$ cat config.mk
export PLATFORM = sky130hd
export DESIGN_NAME = cbs_level
export DESIGN_NICKNAME = d
export VERILOG_FILES = /design/src/hdl/cbs_pkg.sv /design/src/hdl/cbs_level.sv
export SDC_FILE = /design/constraint.sdc
export NUM_CORES = 2
export LEC_CHECK = 0
export BUFFER_PORTS_ARGS = -buffer_cell sky130_fd_sc_hd__buf_4
export CAP_MARGIN = 20
export CORE_MARGIN = 2
export CORE_UTILIZATION = 51
export CTS_BUF_LIST = sky130_fd_sc_hd__clkbuf_4 sky130_fd_sc_hd__clkbuf_8
export CTS_CLUSTER_SIZE = 10
export DETAILED_ROUTE_END_ITERATION = 12
export PLACE_DENSITY = 0.75
export SLEW_MARGIN = 20
export SYNTH_ARGS = -nofsm -noshare
export SYNTH_HDL_FRONTEND = slang
export SYNTH_SLANG_ARGS = --single-unit
$ cat constraint.sdc
create_clock -name clk -period 12.8 [get_ports clk]
set_input_delay 2.56 -clock clk [delete_from_list [all_inputs] [get_ports clk]]
set_output_delay 2.56 -clock clk [all_outputs]
set_load 0.02 [all_outputs]
$ cat src/hdl/cbs_pkg.sv
// ============================================================================
// cbs_pkg - shared definitions for the cardinal B-spline evaluator
// Widths of the fixed-point formats, the lane word and the control word that
// travels down the pipeline beside the basis values.
// ============================================================================
`default_nettype none

package cbs_pkg;

  // Fixed-point formats of the ports.
  localparam int FRAC_BITS      = 16;
  localparam int POS_W          = 20;
  localparam int INT_W          = POS_W - FRAC_BITS;
  localparam int DEG_W          = 3;
  localparam int RES_W          = 18;
  localparam int MAX_DEGREE_DEF = 5;

  // Internal working format: basis values carry 60 fractional bits.
  localparam int WORK_BITS = 60;
  localparam int LANE_W    = WORK_BITS + 1;
  localparam int SUM_W     = 64;
  localparam int SPLIT     = 30;
  localparam int ROUND_SH  = WORK_BITS - FRAC_BITS;

  // Lane index, wide enough for the largest supported degree.
  localparam int IDX_W = 3;

  typedef logic [LANE_W-1:0] cbs_lane_t;

  // Control word that travels with each word through the pipeline.
  typedef struct packed {
    logic             mode;
    logic [DEG_W-1:0] target;
    logic [IDX_W-1:0] idx;
    logic [FRAC_BITS-1:0] frac;
    logic             in_sup;
    logic             status;
  } cbs_ctrl_t;

endpackage

`default_nettype wire

$ cat src/hdl/cbs_level.sv
// ============================================================================
// cbs_level - one degree step of the Cox-de Boor recurrence
// Raises the basis values of lanes 0 to LEVEL by one degree when the word's target
// degree reaches this step, and passes them on unchanged otherwise.
// ============================================================================
`default_nettype none

module cbs_level
  import cbs_pkg::*;
#(
  parameter int LEVEL = 1,
  parameter int LANES = MAX_DEGREE_DEF + 1
) (
  input  logic      clk,
  input  logic      rst_n,
  input  logic      in_valid,
  input  cbs_ctrl_t in_ctrl,
  input  cbs_lane_t in_lane [LANES],
  output logic      out_valid,
  output cbs_ctrl_t out_ctrl,
  output cbs_lane_t out_lane [LANES]
);

  localparam int HI_W = LANE_W - SPLIT;
  localparam int PH_W = HI_W + FRAC_BITS;
  localparam int PL_W = SPLIT + FRAC_BITS;
  localparam bit ODD  = (LEVEL == 3) || (LEVEL == 5);
  localparam int SH   = (LEVEL == 4) ? 2 : ((LEVEL == 2) ? 1 : 0);
  localparam logic [DEG_W-1:0] LEVEL_C = DEG_W'(LEVEL);
  localparam logic [SUM_W-1:0] HALF    = SUM_W'(LEVEL / 2);

  // Stage 1: products with the fraction and the linear terms.
  cbs_lane_t        a_op   [LANES];
  cbs_lane_t        b_op   [LANES];
  logic [PH_W-1:0]  pah_nxt [LANES];
  logic [PL_W-1:0]  pal_nxt [LANES];
  logic [PH_W-1:0]  pbh_nxt [LANES];
  logic [PL_W-1:0]  pbl_nxt [LANES];
  logic [SUM_W-1:0] lin_nxt [LANES];

  logic             valid1_r;
  cbs_ctrl_t        ctrl1_r;
  cbs_lane_t        lane1_r [LANES];
  logic [PH_W-1:0]  pah_r   [LANES];
  logic [PL_W-1:0]  pal_r   [LANES];
  logic [PH_W-1:0]  pbh_r   [LANES];
  logic [PL_W-1:0]  pbl_r   [LANES];
  logic [SUM_W-1:0] lin_r   [LANES];

  always_comb begin
    for (int r = 0; r < LANES; r++) begin
      a_op[r]    = (r < LEVEL) ? in_lane[r] : '0;
      b_op[r]    = (r > 0 && r <= LEVEL) ? in_lane[(r == 0) ? 0 : r - 1] : '0;
      pah_nxt[r] = PH_W'(a_op[r][LANE_W-1:SPLIT]) * PH_W'(in_ctrl.frac);
      pal_nxt[r] = PL_W'(a_op[r][SPLIT-1:0]) * PL_W'(in_ctrl.frac);
      pbh_nxt[r] = PH_W'(b_op[r][LANE_W-1:SPLIT]) * PH_W'(in_ctrl.frac);
      pbl_nxt[r] = PL_W'(b_op[r][SPLIT-1:0]) * PL_W'(in_ctrl.frac);
      lin_nxt[r] = SUM_W'(r) * SUM_W'(a_op[r])
                 + SUM_W'(LEVEL + 1 - r) * SUM_W'(b_op[r]);
    end
  end

  always_ff @(posedge clk) begin
    if (!rst_n) begin
      valid1_r <= 1'b0;
    end else begin
      valid1_r <= in_valid;
    end
    ctrl1_r <= in_ctrl;
    for (int r = 0; r < LANES; r++) begin
      lane1_r[r] <= in_lane[r];
      pah_r[r]   <= pah_nxt[r];
      pal_r[r]   <= pal_nxt[r];
      pbh_r[r]   <= pbh_nxt[r];
      pbl_r[r]   <= pbl_nxt[r];
      lin_r[r]   <= lin_nxt[r];
    end
  end

  // Stage 2: recombine the partial products and add the rounding half.
  logic             act2;
  logic [SUM_W-1:0] ma [LANES];
  logic [SUM_W-1:0] mb [LANES];
  logic [SUM_W-1:0] n2_nxt [LANES];

  assign act2 = (ctrl1_r.target >= LEVEL_C);

  always_comb begin
    for (int r = 0; r < LANES; r++) begin
      ma[r] = (SUM_W'(pah_r[r]) << (SPLIT - FRAC_BITS)) + SUM_W'(pal_r[r] >> FRAC_BITS);
      mb[r] = (SUM_W'(pbh_r[r]) << (SPLIT - FRAC_BITS)) + SUM_W'(pbl_r[r] >> FRAC_BITS);
      if (act2 && (r <= LEVEL)) begin
        n2_nxt[r] = lin_r[r] + ma[r] - mb[r] + HALF;
      end else begin
        n2_nxt[r] = SUM_W'(lane1_r[r]);
      end
    end
  end

  if (!ODD) begin : g_even
    // Division by one, two or four is a plain shift.
    logic      valid2_r;
    cbs_ctrl_t ctrl2_r;
    cbs_lane_t lane2_r [LANES];

    always_ff @(posedge clk) begin
      if (!rst_n) begin
        valid2_r <= 1'b0;
      end else begin
        valid2_r <= valid1_r;
      end
      ctrl2_r <= ctrl1_r;
      for (int r = 0; r < LANES; r++) begin
        if (act2 && (r <= LEVEL)) begin
          lane2_r[r] <= LANE_W'(n2_nxt[r] >> SH);
        end else begin
          lane2_r[r] <= lane1_r[r];
        end
      end
    end

    assign out_valid = valid2_r;
    assign out_ctrl  = ctrl2_r;
    assign out_lane  = lane2_r;
  end else begin : g_odd
    // Division by three or five: a shift-and-add reciprocal that never
    // overshoots, then a small correction from the low bits of the remainder.
    localparam logic [4:0] DIV_LO = 5'(LEVEL);

    function automatic logic [3:0] small_quot(input logic [4:0] rem);
      logic [3:0] quot;
      quot = '0;
      for (int k = 1; k <= 10; k++) begin
        if (int'(rem) >= k * LEVEL) begin
          quot = 4'(k);
        end
      end
      return quot;
    endfunction

    logic             valid2_r, valid3_r, valid4_r, valid5_r, valid6_r;
    cbs_ctrl_t        ctrl2_r, ctrl3_r, ctrl4_r, ctrl5_r, ctrl6_r;
    logic [SUM_W-1:0] n2_r [LANES];
    logic [SUM_W-1:0] n3_r [LANES];
    logic [SUM_W-1:0] n4_r [LANES];
    logic [SUM_W-1:0] n5_r [LANES];
    logic [SUM_W-1:0] q3_r [LANES];
    logic [SUM_W-1:0] q4_r [LANES];
    logic [SUM_W-1:0] q5_r [LANES];
    cbs_lane_t        lane6_r [LANES];

    logic [SUM_W-1:0] t0     [LANES];
    logic [SUM_W-1:0] q3_nxt [LANES];
    logic [SUM_W-1:0] q2     [LANES];
    logic [SUM_W-1:0] q4_nxt [LANES];
    logic [SUM_W-1:0] q5_nxt [LANES];
    logic [4:0]       rem    [LANES];
    logic [SUM_W-1:0] q_fix  [LANES];
    cbs_lane_t        lane6_nxt [LANES];
    logic             act6;

    assign act6 = (ctrl5_r.target >= LEVEL_C);

    always_comb begin
      for (int r = 0; r < LANES; r++) begin
        // First approximation of n/LEVEL and its first refinement.
        if (LEVEL == 5) begin
          t0[r] = (n2_r[r] >> 1) + (n2_r[r] >> 2);
        end else begin
          t0[r] = (n2_r[r] >> 2) + (n2_r[r] >> 4);
        end
        q3_nxt[r] = t0[r] + (t0[r] >> 4);
        // Two more refinements.
        q2[r]     = q3_r[r] + (q3_r[r] >> 8);
        q4_nxt[r] = q2[r] + (q2[r] >> 16);
        // Last refinement; the divide by five needs a final quarter.
        if (LEVEL == 5) begin
          q5_nxt[r] = (q4_r[r] + (q4_r[r] >> 32)) >> 2;
        end else begin
          q5_nxt[r] = q4_r[r] + (q4_r[r] >> 32);
        end
        // The remainder is small, so its low bits are all of it.
        rem[r]   = n5_r[r][4:0] - 5'(q5_r[r][4:0] * DIV_LO);
        q_fix[r] = q5_r[r] + SUM_W'(small_quot(rem[r]));
        if (act6 && (r <= LEVEL)) begin
          lane6_nxt[r] = q_fix[r][LANE_W-1:0];
        end else begin
          lane6_nxt[r] = n5_r[r][LANE_W-1:0];
        end
      end
    end

    always_ff @(posedge clk) begin
      if (!rst_n) begin
        valid2_r <= 1'b0;
        valid3_r <= 1'b0;
        valid4_r <= 1'b0;
        valid5_r <= 1'b0;
        valid6_r <= 1'b0;
      end else begin
        valid2_r <= valid1_r;
        valid3_r <= valid2_r;
        valid4_r <= valid3_r;
        valid5_r <= valid4_r;
        valid6_r <= valid5_r;
      end
      ctrl2_r <= ctrl1_r;
      ctrl3_r <= ctrl2_r;
      ctrl4_r <= ctrl3_r;
      ctrl5_r <= ctrl4_r;
      ctrl6_r <= ctrl5_r;
      for (int r = 0; r < LANES; r++) begin
        n2_r[r]    <= n2_nxt[r];
        n3_r[r]    <= n2_r[r];
        q3_r[r]    <= q3_nxt[r];
        n4_r[r]    <= n3_r[r];
        q4_r[r]    <= q4_nxt[r];
        n5_r[r]    <= n4_r[r];
        q5_r[r]    <= q5_nxt[r];
        lane6_r[r] <= lane6_nxt[r];
      end
    end

    assign out_valid = valid6_r;
    assign out_ctrl  = ctrl6_r;
    assign out_lane  = lane6_r;
  end

endmodule

`default_nettype wire

==> metrics.txt <==
hold path startpoint=lane1_r[4][56]; Main synth FF type=dfxtp_1; Unique masters post-synth=84; layout cells sized above 1=15.84%; DR WL/cell=roughly 23 um; slowest stage delay, CP=roughly 0.63 ns; Worst Skew=slightly below 0.09 ns; Worst Path Required=13.53 ns; worst r2r dst=out_lane[302]; CTS tree=done; row count=approximately 120; fmax=~110 MHz; post-synthesis sequential area ratio=between 30% and 40%; number of max-cap violations=0; top cell type by total area after synthesis=dfxtp_1; crit-path most repeated cell=fa_1; area of the core=approximately 110000 um2; clk sinks=between 800 and 900; first-pass GRT wire length=approximately 290000 um; global route total overflow=0; Worst Path Buf+Inv=4; IO Count=786; Starting Density=just over 50%; Hold Path Class=flop to flop; startpoint type of the worst setup path=primary input; Seq cells post-synth=861; fin crit period=about 8.7 ns; crit path max-delay cell type=buf_4; post-place setup slack=~3.3 ns; Worst Tran Pin Value=around 0.97 ns; status=finished, final reports clean; largest net degree at the start of global routing=between 90 and 100; FF-to-FF setup slack=around 8.5 ns; Max H-tree Level=4; Mapped Cells=between 5000 and 6000; PortBufs=roughly 800; die width=around 340 um; RD Place Congestion=0.9502; Synth top area share=30.05%; period utilisation layout=around two thirds; Setup WS post-layout=between 4 and 5 ns; crit end category=flop; Setup-failing EPs final=0; final std cells w/o fill=just over 8000; postcts setup bufs=0; Die H=about 340 um; Synth warnings=0; async set-reset flop share out of synthesis=0%; total track usage=33.62%; syn avg cell area=roughly 9.7 um2; TritonCTS buffer count=around 140; Mapped Nets=between 7000 and 8000; Area contributors post-synth=dfxtp_1 30%, fa_1 28%, ha_1 9.3%, inv_1 7.3%, nand2_1 5.0%; Post-Synthesis Cell Area=57360 um2; detailed placement HPWL=152000 um; routed vias/inst=around 5.3; WHS Endpoint=out_lane[117]; dpl cells=around 8000; Worst R2R Path Depth=13; Root Buffer=clkbuf_8; reg2reg start=pal_r[0][45]; Clock Path Buffers=3; post-CTS resize count=0; Pins Over Slew Limit=0; Iter 0 DRT Violations=3353; worst-path fanout max=slightly above 60; clock transition at the registers of the reported paths=around 0.06 ns; routed vias=between 40000 and 50000; Layout Nets=8261; Routed WL=about 190000 um; count leader, synth=inv_1; Area Growth Syn to Fin=17.95%; setup TNS=0 ns; CP arrival=9.46 ns; number of global-route vias before repair=roughly 46000; DR DRC count=0; Post-synth EDFFs=0; Hold Buf Count CTS=0; Crit path max-delay family=adder cells; worst skew pair latency=between 0.8 and 0.9 ns; Slew HR=35.02%; Die Area=about 120000 um2; crit path cell chain=buf_4 > nand2_1 > fa_1 > inv_1 > fa_1 > fa_1 > fa_1 > fa_1 > inv_1 > fa_1 > inv_1 > ha_1 > a21o_1 > a21o_1 > a21oi_1 > o21ai_1 > nor4_2 > o31ai_1 > a221o_1 > a2111oi_0 > nor3_1 > xnor2_1; antenna violations before repair=36; RSZ-0062 raised after global routing=false; Crit Path Category=primary input to flop; Worst Hold Depth=0; final hold vios=0; Commonest cells post-synth=1119 x inv_1, 861 x dfxtp_1, 810 x fa_1; DR pass1 iterations=10; Routed Antenna Nets=0
-- cell usage in the layout (no fill, tap or decap), types with 12 or more instances in the layout --
| cell type | netlist | layout |
|---|---|---|
| inv_1 | 1119 | 1119 |
| dfxtp_1 | 861 | 861 |
| a31oi_1 | 18 | 18 |
| and3_1 | 18 | 18 |
| o21ai_0 | 125 | 125 |
| clkbuf_4 | 0 | 36 |
| nand2b_1 | 18 | 18 |
| nand3_1 | 28 | 28 |
| o31ai_1 | 18 | 18 |
| nor2b_1 | 19 | 19 |
| clkbuf_8 | 0 | 178 |
| o21bai_1 | 26 | 26 |
| xor2_1 | 71 | 71 |
| o211ai_1 | 15 | 15 |
| buf_4 | 0 | 793 |
| o21a_1 | 18 | 18 |
| xnor2_1 | 115 | 115 |
| a211oi_1 | 14 | 14 |
| fa_1 | 810 | 810 |
| o21ai_1 | 33 | 33 |
| clkinv_2 | 0 | 14 |
| ha_1 | 427 | 427 |
| a21oi_1 | 290 | 290 |
| diode_2 | 0 | 50 |
| nor3_1 | 34 | 33 |
| or3_1 | 13 | 12 |
| nor2_1 | 205 | 205 |
| and2_1 | 411 | 411 |
| nand4_1 | 38 | 38 |
| nand2_1 | 758 | 758 |
| a21o_1 | 81 | 81 |
-- worst max path at each step --
| stage | startpoint | endpoint | slack, ns | depth (start not counted) |
|---|---|---|---|---|
| 2_1_floorplan | in_ctrl[3] | pal_r[0][45] | 4.11 | 23 |
| 3_3_place_gp | in_ctrl[12] | pal_r[0][45] | 3.50 | 22 |
| 3_5_place_dp | in_ctrl[9] | pal_r[0][45] | 3.26 | 22 |
| 6_report | in_ctrl[9] | pal_r[0][45] | 4.07 | 22 |
| 5_1_grt | in_ctrl[9] | pal_r[0][45] | 3.77 | 22 |
| 4_1_cts | in_ctrl[9] | pal_r[0][45] | 4.16 | 22 |
-- kinds of logic after synthesis --
| group | after synthesis | synth area share (%) |
|---|---|---|
| and+or+nand+nor | 1566 | 12.81 |
| buffers and inverters | 1352 | 8.880 |
| adders and majority gates | 1237 | 37.58 |
| DFF | 861 | 30.05 |
| AOI/OAI and AO/OA | 723 | 7.796 |
| xor gates and xnor gates | 186 | 2.840 |
| muxes | 2 | 0.03708 |
-- cell type report --
cell class / count / area (um2)
fill: 9563 / 44390
clock buffer: 214 / 2720
sequential: 861 / 17240
clock inverter: 37 / 501.7
antenna: 50 / 125.1
inverter: 1119 / 4200
tap: 1500 / 1877
timing repair buffer: 793 / 5953
multi-input combinational: 3714 / 35040
-- metrics by stage --
step | utilization [%] | instance area [um2] | hold WS, ns
3_3_place_gp | 57.40 | 64310 | 0.3097
5_1_grt | 60.28 | 67540 | 0.2839
2_1_floorplan | - | 57360 | 0.3096
6_report | 60.38 | 67650 | 0.2798
3_5_place_dp | 57.40 | 64310 | 0.3121
4_1_cts | 60.27 | 67530 | 0.2871
-- routing by layer --
| layer | vias up | wire [um] | track usage, % |
|---|---|---|---|
| met4 | 48 | 7813 | 13.15 |
| met5 | - | 291 | 0 |
| met1 | 21480 | 77740 | 43.03 |
| li1 | 19620 | - | - |
| met3 | 435 | 23050 | 14.07 |
| met2 | 2245 | 83990 | 50.55 |
-- sequential cells by signal, indices dropped and copies added, names as in the netlist --
register / flops
valid1_r: 1
out_valid: 1
ctrl1_r: 25
lin_r: 61
out_ctrl: 25
lane1_r: 305
out_lane: 366
pbh_r: 47
pal_r: 30
-- worst reg2reg max path: stages, from the launching register on --
cell       delay (ns)
dfxtp_1          0.39
inv_1            0.12
fa_1             0.53
ha_1             0.52
nand2_1          0.13
o211ai_1         0.22
a21oi_1          0.17
or3_1            0.35
a2111oi_0        0.37
o21ai_1          0.19
a21oi_1          0.28
o211ai_1         0.17
and3_1           0.21
o31ai_1          0.49
Power is left out: the tool's default activity adds up to more than one toggle a clock period on the data nets, which glitch-free logic cannot reach.
